==> config.mk <==
export PLATFORM = sky130hd
export DESIGN_NAME = sparse_triplet_subtract_merge_unit
export DESIGN_NICKNAME = d
export VERILOG_FILES = /design/src/design/stsm_pkg.sv /design/src/design/sparse_triplet_subtract_merge_unit.sv
export SDC_FILE = /design/constraint.sdc
export NUM_CORES = 2
export LEC_CHECK = 0
export ABC_AREA = 1
export BUFFER_PORTS_ARGS = -buffer_cell sky130_fd_sc_hd__buf_2
export CAP_MARGIN = 20
export CORE_ASPECT_RATIO = 0.5
export CORE_MARGIN = 2
export CORE_UTILIZATION = 50
export DETAILED_ROUTE_END_ITERATION = 7
export PLACE_DENSITY = 0.67
export SETUP_SLACK_MARGIN = 0.02
export SYNTH_ARGS = -nofsm -noshare
export SYNTH_HDL_FRONTEND = slang
export SYNTH_SLANG_ARGS = --single-unit
==> constraint.sdc <==
create_clock -name clk -period 14.6 [get_ports clk]
set_clock_uncertainty 0.1 [all_clocks]
set_input_delay 1.46 -clock clk [delete_from_list [all_inputs] [get_ports clk]]
set_output_delay 1.46 -clock clk [all_outputs]
set_load 0.05 [all_outputs]
==> src/design/stsm_pkg.sv <==
// Package for the sparse triplet subtract merge unit: sizes, codes and the list entry type.
package stsm_pkg;

  localparam int CAPACITY = 32;
  localparam int MAX_DIM  = 256;
  localparam int MAX_OUT  = 64;

  localparam int ADDR_W = (CAPACITY > 1) ? $clog2(CAPACITY) : 1;
  localparam int CNT_W  = $clog2(CAPACITY + 1);
  localparam int NOUT_W = $clog2(MAX_OUT + 1);
  localparam int IDX_W  = 6;

  localparam logic [1:0] MODE_LOAD_A  = 2'd0;
  localparam logic [1:0] MODE_LOAD_B  = 2'd1;
  localparam logic [1:0] MODE_COMPUTE = 2'd2;

  localparam logic [1:0] ST_ENTRY    = 2'd0;
  localparam logic [1:0] ST_EMPTY    = 2'd1;
  localparam logic [1:0] ST_MISMATCH = 2'd2;
  localparam logic [1:0] ST_FULL     = 2'd3;

  typedef struct packed {
    logic [7:0]  row;
    logic [7:0]  col;
    logic [31:0] value;
  } entry_t;

endpackage

==> src/design/sparse_triplet_subtract_merge_unit.sv <==
// Top level of the sparse triplet subtract merge unit: list memories, merge sequencer, output.
// A load writes its entry to its list; a full-list load gives its status item the next cycle.
// Compute: after the accept, each merge step passes the list RAM read register (S_FETCH), then
//   the shared compare/subtract unit (S_STEP); steps = len A + len B - matches. A last S_FETCH
//   sees both lists done, then S_FINISH gives the last item. One request is in work at a time.
// Results leave through one output register; the merge stalls while it is full and not taken.
// Reset (rst_n low, synchronous): counts zero, output empty, sequencer idle; lists not cleared.
module sparse_triplet_subtract_merge_unit (
  input  logic               clk,
  input  logic               rst_n,
  input  logic               in_valid,
  output logic               in_ready,
  input  logic [1:0]         in_mode,
  input  logic [7:0]         in_row,
  input  logic [7:0]         in_col,
  input  logic signed [31:0] in_value,
  input  logic [8:0]         in_a_rows,
  input  logic [8:0]         in_a_cols,
  input  logic [8:0]         in_b_rows,
  input  logic [8:0]         in_b_cols,
  output logic               out_valid,
  input  logic               out_ready,
  output logic [1:0]         out_status,
  output logic [7:0]         out_row,
  output logic [7:0]         out_col,
  output logic signed [32:0] out_value,
  output logic [5:0]         out_entry_index,
  output logic [8:0]         out_result_rows,
  output logic [8:0]         out_result_cols,
  output logic               out_last
);

  localparam logic [1:0] S_IDLE   = 2'd0;
  localparam logic [1:0] S_FETCH  = 2'd1;
  localparam logic [1:0] S_STEP   = 2'd2;
  localparam logic [1:0] S_FINISH = 2'd3;

  // list storage (single write port, registered read)
  stsm_pkg::entry_t mem_a [stsm_pkg::CAPACITY];
  stsm_pkg::entry_t mem_b [stsm_pkg::CAPACITY];
  stsm_pkg::entry_t rd_a_r, rd_b_r;

  logic [1:0]                    state_r, state_nxt;
  logic [stsm_pkg::CNT_W-1:0]    cnt_a_r, cnt_a_nxt, cnt_b_r, cnt_b_nxt;
  logic [stsm_pkg::CNT_W-1:0]    ia_r, ia_nxt, ib_r, ib_nxt;
  logic [stsm_pkg::NOUT_W-1:0]   n_r, n_nxt;
  logic [8:0]                    ar_r, ar_nxt, ac_r, ac_nxt;

  // held-back result: last is known only once the next one exists or the merge ends
  logic                          pend_v_r, pend_v_nxt;
  logic [7:0]                    pend_row_r, pend_row_nxt, pend_col_r, pend_col_nxt;
  logic [32:0]                   pend_val_r, pend_val_nxt;
  logic [stsm_pkg::IDX_W-1:0]    pend_idx_r, pend_idx_nxt;

  logic                          ov_r, ov_nxt;
  logic [1:0]                    os_r, os_nxt;
  logic [7:0]                    orow_r, orow_nxt, ocol_r, ocol_nxt;
  logic [32:0]                   oval_r, oval_nxt;
  logic [stsm_pkg::IDX_W-1:0]    oidx_r, oidx_nxt;
  logic [8:0]                    orr_r, orr_nxt, orc_r, orc_nxt;
  logic                          olast_r, olast_nxt;

  logic        out_free, accept, wr_a, wr_b, dims_ok;
  logic        a_has, b_has, take_a, take_b, emit_c, room;
  logic [15:0] ka, kb;
  logic [32:0] sub_x, sub_y, diff;
  stsm_pkg::entry_t in_entry;

  assign out_free = !ov_r || out_ready;
  assign in_ready = (state_r == S_IDLE) && out_free;
  assign accept   = in_valid && in_ready;
  assign in_entry = '{row: in_row, col: in_col, value: in_value};
  assign wr_a = accept && (in_mode == stsm_pkg::MODE_LOAD_A) &&
                (32'(cnt_a_r) < 32'(stsm_pkg::CAPACITY));
  assign wr_b = accept && (in_mode == stsm_pkg::MODE_LOAD_B) &&
                (32'(cnt_b_r) < 32'(stsm_pkg::CAPACITY));

  assign dims_ok = (in_a_rows == in_b_rows) && (in_a_cols == in_b_cols) &&
                   (in_a_rows != 9'd0) && (in_a_cols != 9'd0) &&
                   (32'(in_a_rows) <= 32'(stsm_pkg::MAX_DIM)) &&
                   (32'(in_a_cols) <= 32'(stsm_pkg::MAX_DIM));

  always_ff @(posedge clk) begin
    if (wr_a) begin
      mem_a[cnt_a_r[stsm_pkg::ADDR_W-1:0]] <= in_entry;
    end
    if (wr_b) begin
      mem_b[cnt_b_r[stsm_pkg::ADDR_W-1:0]] <= in_entry;
    end
    rd_a_r <= mem_a[ia_r[stsm_pkg::ADDR_W-1:0]];
    rd_b_r <= mem_b[ib_r[stsm_pkg::ADDR_W-1:0]];
  end

  // shared compare / subtract unit; an absent operand enters as zero
  assign a_has  = ia_r < cnt_a_r;
  assign b_has  = ib_r < cnt_b_r;
  assign ka     = {rd_a_r.row, rd_a_r.col};
  assign kb     = {rd_b_r.row, rd_b_r.col};
  assign take_a = a_has && (!b_has || (ka <= kb));
  assign take_b = b_has && (!a_has || (kb <= ka));
  assign sub_x  = take_a ? {rd_a_r.value[31], rd_a_r.value} : 33'd0;
  assign sub_y  = take_b ? {rd_b_r.value[31], rd_b_r.value} : 33'd0;
  assign diff   = sub_x - sub_y;
  // matched entries that cancel give no result
  assign emit_c = !(take_a && take_b) || (diff != 33'd0);
  assign room   = 32'(n_r) < 32'(stsm_pkg::MAX_OUT);

  always_comb begin
    state_nxt    = state_r;
    cnt_a_nxt    = cnt_a_r;
    cnt_b_nxt    = cnt_b_r;
    ia_nxt       = ia_r;
    ib_nxt       = ib_r;
    n_nxt        = n_r;
    ar_nxt       = ar_r;
    ac_nxt       = ac_r;
    pend_v_nxt   = pend_v_r;
    pend_row_nxt = pend_row_r;
    pend_col_nxt = pend_col_r;
    pend_val_nxt = pend_val_r;
    pend_idx_nxt = pend_idx_r;
    ov_nxt       = ov_r && !out_ready;
    os_nxt       = os_r;
    orow_nxt     = orow_r;
    ocol_nxt     = ocol_r;
    oval_nxt     = oval_r;
    oidx_nxt     = oidx_r;
    orr_nxt      = orr_r;
    orc_nxt      = orc_r;
    olast_nxt    = olast_r;

    case (state_r)
      S_IDLE: begin
        if (accept) begin
          case (in_mode)
            stsm_pkg::MODE_LOAD_A, stsm_pkg::MODE_LOAD_B: begin
              if (wr_a) begin
                cnt_a_nxt = cnt_a_r + 1'b1;
              end else if (wr_b) begin
                cnt_b_nxt = cnt_b_r + 1'b1;
              end else begin
                // list full: entry dropped, flag it
                ov_nxt    = 1'b1;
                os_nxt    = stsm_pkg::ST_FULL;
                orow_nxt  = '0;
                ocol_nxt  = '0;
                oval_nxt  = '0;
                oidx_nxt  = '0;
                orr_nxt   = '0;
                orc_nxt   = '0;
                olast_nxt = 1'b1;
              end
            end
            stsm_pkg::MODE_COMPUTE: begin
              if (!dims_ok) begin
                ov_nxt    = 1'b1;
                os_nxt    = stsm_pkg::ST_MISMATCH;
                orow_nxt  = '0;
                ocol_nxt  = '0;
                oval_nxt  = '0;
                oidx_nxt  = '0;
                orr_nxt   = '0;
                orc_nxt   = '0;
                olast_nxt = 1'b1;
                cnt_a_nxt = '0;
                cnt_b_nxt = '0;
              end else begin
                ar_nxt     = in_a_rows;
                ac_nxt     = in_a_cols;
                ia_nxt     = '0;
                ib_nxt     = '0;
                n_nxt      = '0;
                pend_v_nxt = 1'b0;
                state_nxt  = S_FETCH;
              end
            end
            default: begin
            end
          endcase
        end
      end
      S_FETCH: begin
        // list RAM read of ia/ib lands in rd_*_r this cycle
        if (!a_has && !b_has) begin
          state_nxt = S_FINISH;
        end else begin
          state_nxt = S_STEP;
        end
      end
      S_STEP: begin
        if (out_free) begin
          if (take_a) begin
            ia_nxt = ia_r + 1'b1;
          end
          if (take_b) begin
            ib_nxt = ib_r + 1'b1;
          end
          if (emit_c && room) begin
            if (pend_v_r) begin
              ov_nxt    = 1'b1;
              os_nxt    = stsm_pkg::ST_ENTRY;
              orow_nxt  = pend_row_r;
              ocol_nxt  = pend_col_r;
              oval_nxt  = pend_val_r;
              oidx_nxt  = pend_idx_r;
              orr_nxt   = ar_r;
              orc_nxt   = ac_r;
              olast_nxt = 1'b0;
            end
            pend_v_nxt   = 1'b1;
            pend_row_nxt = take_a ? ka[15:8] : kb[15:8];
            pend_col_nxt = take_a ? ka[7:0] : kb[7:0];
            pend_val_nxt = diff;
            pend_idx_nxt = n_r[stsm_pkg::IDX_W-1:0];
            n_nxt        = n_r + 1'b1;
          end
          state_nxt = S_FETCH;
        end
      end
      S_FINISH: begin
        if (out_free) begin
          ov_nxt    = 1'b1;
          orr_nxt   = ar_r;
          orc_nxt   = ac_r;
          olast_nxt = 1'b1;
          if (pend_v_r) begin
            os_nxt   = stsm_pkg::ST_ENTRY;
            orow_nxt = pend_row_r;
            ocol_nxt = pend_col_r;
            oval_nxt = pend_val_r;
            oidx_nxt = pend_idx_r;
          end else begin
            os_nxt   = stsm_pkg::ST_EMPTY;
            orow_nxt = '0;
            ocol_nxt = '0;
            oval_nxt = '0;
            oidx_nxt = '0;
          end
          pend_v_nxt = 1'b0;
          cnt_a_nxt  = '0;
          cnt_b_nxt  = '0;
          state_nxt  = S_IDLE;
        end
      end
      default: begin
        state_nxt = S_IDLE;
      end
    endcase
  end

  always_ff @(posedge clk) begin
    if (!rst_n) begin
      state_r  <= S_IDLE;
      cnt_a_r  <= '0;
      cnt_b_r  <= '0;
      pend_v_r <= 1'b0;
      ov_r     <= 1'b0;
    end else begin
      state_r  <= state_nxt;
      cnt_a_r  <= cnt_a_nxt;
      cnt_b_r  <= cnt_b_nxt;
      pend_v_r <= pend_v_nxt;
      ov_r     <= ov_nxt;
    end
  end

  always_ff @(posedge clk) begin
    ia_r       <= ia_nxt;
    ib_r       <= ib_nxt;
    n_r        <= n_nxt;
    ar_r       <= ar_nxt;
    ac_r       <= ac_nxt;
    pend_row_r <= pend_row_nxt;
    pend_col_r <= pend_col_nxt;
    pend_val_r <= pend_val_nxt;
    pend_idx_r <= pend_idx_nxt;
    os_r       <= os_nxt;
    orow_r     <= orow_nxt;
    ocol_r     <= ocol_nxt;
    oval_r     <= oval_nxt;
    oidx_r     <= oidx_nxt;
    orr_r      <= orr_nxt;
    orc_r      <= orc_nxt;
    olast_r    <= olast_nxt;
  end

  assign out_valid       = ov_r;
  assign out_status      = os_r;
  assign out_row         = orow_r;
  assign out_col         = ocol_r;
  assign out_value       = oval_r;
  assign out_entry_index = oidx_r;
  assign out_result_rows = orr_r;
  assign out_result_cols = orc_r;
  assign out_last        = olast_r;

endmodule

## Word-level counts from Yosys, hierarchy flattened

Memories as Yosys holds them, arrays and structs flattened. A register that Yosys moved wholly into a read port is not among the register bits.
Cells that the tools add are included.

- Muxes and demuxes: 132
- Add/subtract/negate cells: 6
- Magnitude comparators: 9
- Equal/unequal tests: 22
- Reduce and logical (&&, ||, !) cells: 45

Operators with widths:

| operator | number |
|---|---|
| 33-bit 2-to-1 mux | 11 |
| 6-bit 2-to-1 mux | 22 |
| 8-bit 2-to-1 mux | 16 |
| 9-bit 2-to-1 mux | 12 |
| 33-bit case mux with 3 select lines | 1 |
| 6-bit case mux with 2 select lines | 7 |
| 33-bit case mux with 2 select lines | 1 |
| 9-bit case mux with 3 select lines | 2 |
| 8-bit case mux with 3 select lines | 2 |
| 7-bit 2-to-1 mux | 5 |
| 33-bit nonzero test | 1 |
| 33-bit subtractor | 1 |
| 16-bit <= comparator | 2 |
| 1-bit 2-to-1 mux | 28 |
| 2-bit 2-to-1 mux | 13 |
| 6-bit by 1-bit adder with 6-bit output (second input constant) | 4 |
| 6-bit AND reduction | 4 |
| 9-bit == test | 2 |
| 9-bit <= comparator (second input constant) | 2 |
| 6-bit case mux with 3 select lines | 1 |
| 9-bit case mux with 2 select lines | 1 |
| 9-bit nonzero test | 2 |
| 1-bit logical AND | 17 |
| 2-bit != test (second input constant) | 8 |
| 27 further kinds | 49 |

- Word-level logic and storage cells: 238
- RAM bits: 3072
- Memories: 2
- Output and inout port bits: 78
- Register bits: 184

Memory list:

| memory | depth | width | read ports | clocked after Yosys merged registers in | write ports | RTL line | text |
|---|---|---|---|---|---|---|---|
| mem_a | 32 | 48 | 1 | 1 | 1 | sparse_triplet_subtract_merge_unit.sv:39 | `stsm_pkg::entry_t mem_a [stsm_pkg::CAPACITY];` |
| mem_b | 32 | 48 | 1 | 1 | 1 | sparse_triplet_subtract_merge_unit.sv:40 | `stsm_pkg::entry_t mem_b [stsm_pkg::CAPACITY];` |

## Depth between registers and ports, before layout

- Word-level depth: 12
- Depth in mapped cells: 35

## Least setup slack after synthesis

No wires, ideal clock.

- Kind: register -> register
- From: reg cnt_a_r[2] (netlist bit)
- To: reg ocol_r[0] (netlist: out_col[0]), enable pin
- Buffers on the path: 2
- Arrival time: 7.119 ns
- Period minus slack after synthesis: 7.755 ns
- Setup slack: 6.845 ns
- Data required time: 13.965 ns
- Cell stages (with the launch flop): 28
- Library setup time: 0.535 ns
- Cell sequence: dfxtp_1 -> clkbuf_1 -> inv_1 -> ha_1 -> nand4_1 -> o221a_2 -> nand3_1 -> nand2_1 -> inv_1 -> clkbuf_1 -> nand2_1 -> ha_1 -> or2_2 -> nand3_1 -> nand2_1 -> nand2_1 -> nand2_1 -> nand2_1 -> nand2_1 -> nand2_1 -> nand2_1 -> nand2_1 -> nor2_1 -> nand2_1 -> nor2_1 -> nand2_1 -> nand3_1 -> a21oi_1

- Longest elaborated chain between the ends: 11

RTL lines:

| what | RTL line | text |
|---|---|---|
| start: declaration | sparse_triplet_subtract_merge_unit.sv:44 | `logic [stsm_pkg::CNT_W-1:0] cnt_a_r, cnt_a_nxt, cnt_b_r, cnt_b_nxt;` |
| start signal: assignment | sparse_triplet_subtract_merge_unit.sv:260 | `cnt_a_r <= cnt_a_nxt;` |
| 6-bit < comparator | sparse_triplet_subtract_merge_unit.sv:95 | `assign a_has = ia_r < cnt_a_r;` |
| 1-bit zero test | sparse_triplet_subtract_merge_unit.sv:100 | `assign take_b = b_has && (!a_has \|\| (kb <= ka));` |
| 1-bit logical OR | sparse_triplet_subtract_merge_unit.sv:100 |  |
| 1-bit logical AND | sparse_triplet_subtract_merge_unit.sv:100 |  |
| 33-bit 2-to-1 mux | sparse_triplet_subtract_merge_unit.sv:102 | `assign sub_y = take_b ? {rd_b_r.value[31], rd_b_r.value} : 33'd0;` |
| 33-bit subtractor | sparse_triplet_subtract_merge_unit.sv:103 | `assign diff = sub_x - sub_y;` |
| 33-bit nonzero test | sparse_triplet_subtract_merge_unit.sv:105 | `assign emit_c = !(take_a && take_b) \|\| (diff != 33'd0);` |
| 1-bit logical OR | sparse_triplet_subtract_merge_unit.sv:105 |  |
| 1-bit logical AND | sparse_triplet_subtract_merge_unit.sv:198 | `if (emit_c && room) begin` |
| 2-bit != test (no line) | n/a |  |
| 10-bit AND reduction (no line) (*) | n/a |  |
| end signal: assignment | sparse_triplet_subtract_merge_unit.sv:279 | `ocol_r <= ocol_nxt;` |
| end: declaration | sparse_triplet_subtract_merge_unit.sv:57 | `logic [7:0] orow_r, orow_nxt, ocol_r, ocol_nxt;` |

Mark *: on every way between the ends. The rest lies on a longest branch, timed or not.
A chain may end at the register's enable or synchronous reset.

## Worst setup path after layout

- From: reg ib_r[0] (netlist bit)
- To: reg pend_val_r[19], enable pin

- Longest elaborated chain between the ends: 10

RTL lines:

| what | RTL line | text |
|---|---|---|
| start: declaration | sparse_triplet_subtract_merge_unit.sv:45 | `logic [stsm_pkg::CNT_W-1:0] ia_r, ia_nxt, ib_r, ib_nxt;` |
| start signal: assignment | sparse_triplet_subtract_merge_unit.sv:269 | `ib_r <= ib_nxt;` |
| 6-bit < comparator (*) | sparse_triplet_subtract_merge_unit.sv:96 | `assign b_has = ib_r < cnt_b_r;` |
| 1-bit zero test | sparse_triplet_subtract_merge_unit.sv:99 | `assign take_a = a_has && (!b_has \|\| (ka <= kb));` |
| 1-bit logical OR | sparse_triplet_subtract_merge_unit.sv:99 |  |
| 1-bit logical AND | sparse_triplet_subtract_merge_unit.sv:99 |  |
| 33-bit 2-to-1 mux | sparse_triplet_subtract_merge_unit.sv:101 | `assign sub_x = take_a ? {rd_a_r.value[31], rd_a_r.value} : 33'd0;` |
| 33-bit subtractor | sparse_triplet_subtract_merge_unit.sv:103 |  |
| 33-bit nonzero test | sparse_triplet_subtract_merge_unit.sv:105 |  |
| 1-bit logical OR (*) | sparse_triplet_subtract_merge_unit.sv:105 |  |
| 1-bit logical AND (*) | sparse_triplet_subtract_merge_unit.sv:198 |  |
| 3-bit AND reduction (no line) (*) | n/a |  |
| end signal: assignment | sparse_triplet_subtract_merge_unit.sv:275 | `pend_val_r <= pend_val_nxt;` |
| end: declaration | sparse_triplet_subtract_merge_unit.sv:52 | `logic [32:0] pend_val_r, pend_val_nxt;` |

Marks and branches as above.

==> reports/results.txt <==
Final Core Density = 55.74%
# IOs = 168
Routed wl met2 = 171,600 um
Startpoint types = flop
WS Path Type = flop to flop
Cell Pwr Density = 128.7 nW/um2
Crit end category = flop
Max VDD drop = 0.09177 mV
Setup ws final = 8.252 ns
Cell count after synthesis = 10,060
CTS max path bufs = 4
CP max FO = 105
Vias per std cell = 6.213
GRT overflow = 0
Met3 WL = 44,420 um
CORE AREA = 262,600 um2
Post-Place Setup Slack = 8.221 ns
Drt first pass iters = 6
Synth cell types = 49
Mean Syn Cell Area = 13.11 um2
Post-layout min period = 6.348 ns
Total CTS buffers = 300
Post-route ant nets = 0
Worst-Skew Late Latency = 0.88 ns
Static Leak = 48.39 nW
Die Ht = 367.1 um
Async SR Flop Fraction = 0%
Initial antenna violation count = 36
Sum of negative setup slack = 0 ns
P&R area growth vs syn = 11.01%
Post-synth top flop = edfxtp_1
WP data required = 14.99 ns
Largest net degree at the start of global routing = 211
# clock sinks = 3,352
DRC = 0
Critical-path top delay cell = buf_4
Arr. time, crit path = 6.74 ns
Post_cts resized = 0
First-pass GRT wire length = 553,000 um
Port-buffer cells = 167
Top sig layer = met5
Final setup vio count = 0
DPL Wire Length = 206,600 um
Rel. slew slack = 20.40%
Die width = 730.3 um
All-layer global routing usage = 28.09%
Post-synth EDFFs = 3,240
Cell Area, Synth = 131,900 um2
Total number of vias = 85,850
Final period utilization = 43.48%
H-tree level count = 5
Vias in the first global route = 79,290
Avg WL per Cell = 27.94 um
Seq/Total Area, Yosys = 75.48%
Setup repair bufs after CTS = 0
Std-Cell Rows = 133
CP peak stage delay = 0.56 ns
Cts hold-fix bufs = 0
DIE AREA = 268,100 um2
CTS clk-pin slew, worst paths = 0.07 ns
Filler cells = 20,890
Fmax = 157.5 MHz
Share of post-route cells with drive strength above 1 = 8.362%
Clock root cell = clkbuf_16
Syn_nets = 10,230
Final wirelength = 386,100 um
WL met1 = 158,000 um
HP Class = flop to flop
CTS tree = yes
Yosys warning count = 0
Final RePlAce weighted congestion = 0.9045
Worst Max-Slew Pin Slew = 1.182 ns
Final #Nets = 10,230
RSZ-0062 raised after global routing = no
Initial core utilization = 50.22%
#FFs+latches synth = 3,352
Final hold violations = 0
Max Transition Viols Final = 0
Worst path most repeated cell = nand2_1
Outcome = finished, final reports clean
1st-iter DRT viols = 12,610
Total of max-cap violations = 0
[registers in the layout (all words and copies together) (netlist names), 9 cells and up]
register / cells
mem_a: 1536
ar_r: 9
out_value: 33
ac_r: 9
rd_a_r: 32
ka: 16
mem_b: 1536
kb: 16
pend_val_r: 33
rd_b_r: 32
out_result_cols: 9
out_result_rows: 9
[where the power goes]
group / switching, mW / internal, mW
Sequential: 0.0126 / 10.6
Combinational: 0.452 / 0.131
Clock: 3.48 / 4.18
[placed cells by master, fill, tap and decap left out, types with 38 or more instances in the layout]
master and count:
edfxtp_1 3240, nor2_1 1824, o21ai_0 1652, nand2_1 617, o22ai_1 473, inv_1 374
clkbuf_16 308, o221ai_1 268, nand3_1 224, buf_2 167, buf_4 148, dfxtp_1 112
a21oi_1 100, clkbuf_1 95, nand4_1 74, ha_1 74, nor2_4 69, a221oi_1 52
o211ai_1 47, a32oi_1 44, buf_12 44, clkinv_1 38
[logic make-up (layout without fill, tap and decap cells)]
family,count (synthesis),after routing,share of synthesized area [%]
AND/OR/NAND/NOR,2880,2880,8.708
multiplexers,4,4,0.03036
XOR/XNOR,25,25,0.1660
buffers and inverters,1044,1280,3.077
other,0,12,0
AO/OA/AOI/OAI,2680,2680,11.82
flip-flops,3352,3352,75.48
adder cells (fa/ha/maj),75,75,0.7173
[cells in the mapped netlist (34+ instances only)]
cell type / number / area (um2)
buf_2: 96 / 480.5
o22ai_1: 473 / 2959
clkbuf_1: 533 / 2001
nor3_1: 34 / 170.2
ha_1: 74 / 925.9
nor2_1: 1892 / 7102
nand3_1: 224 / 1121
o21ai_0: 1652 / 8268
a21oi_1: 102 / 510.5
o221ai_1: 268 / 2347
nand4_1: 74 / 462.9
edfxtp_1: 3240 / 97290
o211ai_1: 47 / 352.8
dfxtp_1: 112 / 2242
nand2_1: 618 / 2320
a221oi_1: 52 / 455.4
inv_1: 379 / 1423
a32oi_1: 44 / 385.4
[worst max-delay path: cells and delay by family, from the launching register on]
family                     cells  cell delay, ns
adders and majority gates      1            0.42
buffers and inverters          4            1.67
DFF                            1            0.50
AOI/OAI and AO/OA              2            0.44
and+or+nand+nor               18            2.74
[metal layers]
metal	GRT usage (%)	vias up
li1	-	37340
met1	42.25	42800
met2	42.03	4972
met3	5.220	716
met4	8.183	12
met5	0	-
[final cells by class]
type                    count  area [um2]  share of cell area (%)
flip-flops and latches   3352       99540                   68.00
well taps                3510        4392                   3.000
repair buffers            361        2883                   1.969
clock buffers             423        8339                   5.697
diodes                     12       30.03                 0.02051
clock inverters           108       890.9                  0.6086
inverters                 388        1501                   1.026
multi-input cells        5664       28810                   19.68
[stage by stage]
stage                     std cells  total power [mW]  hold WS, ns  instance area (um2)
after detailed placement      13250             11.36       0.3578               136500
final                         13820             18.84       0.3630               146400
after floorplan               10060             11.07       0.3264               131900
after CTS                     13780             18.85       0.3690               145700
after global placement        13240             11.36       0.3346               136500
after global routing          13810             19.29       0.3814               146400
[final timing paths]
kind,startpoint,end,slack [ns],depth (start not counted)
max,ib_r[0],pend_val_r[19],8.25,25
min,n_r[3],pend_idx_r[3],0.36,0
min reg2reg,n_r[3],pend_idx_r[3],0.36,0
max reg2reg,ib_r[0],pend_val_r[19],8.25,25
Power figures use the tool's default switching activity.
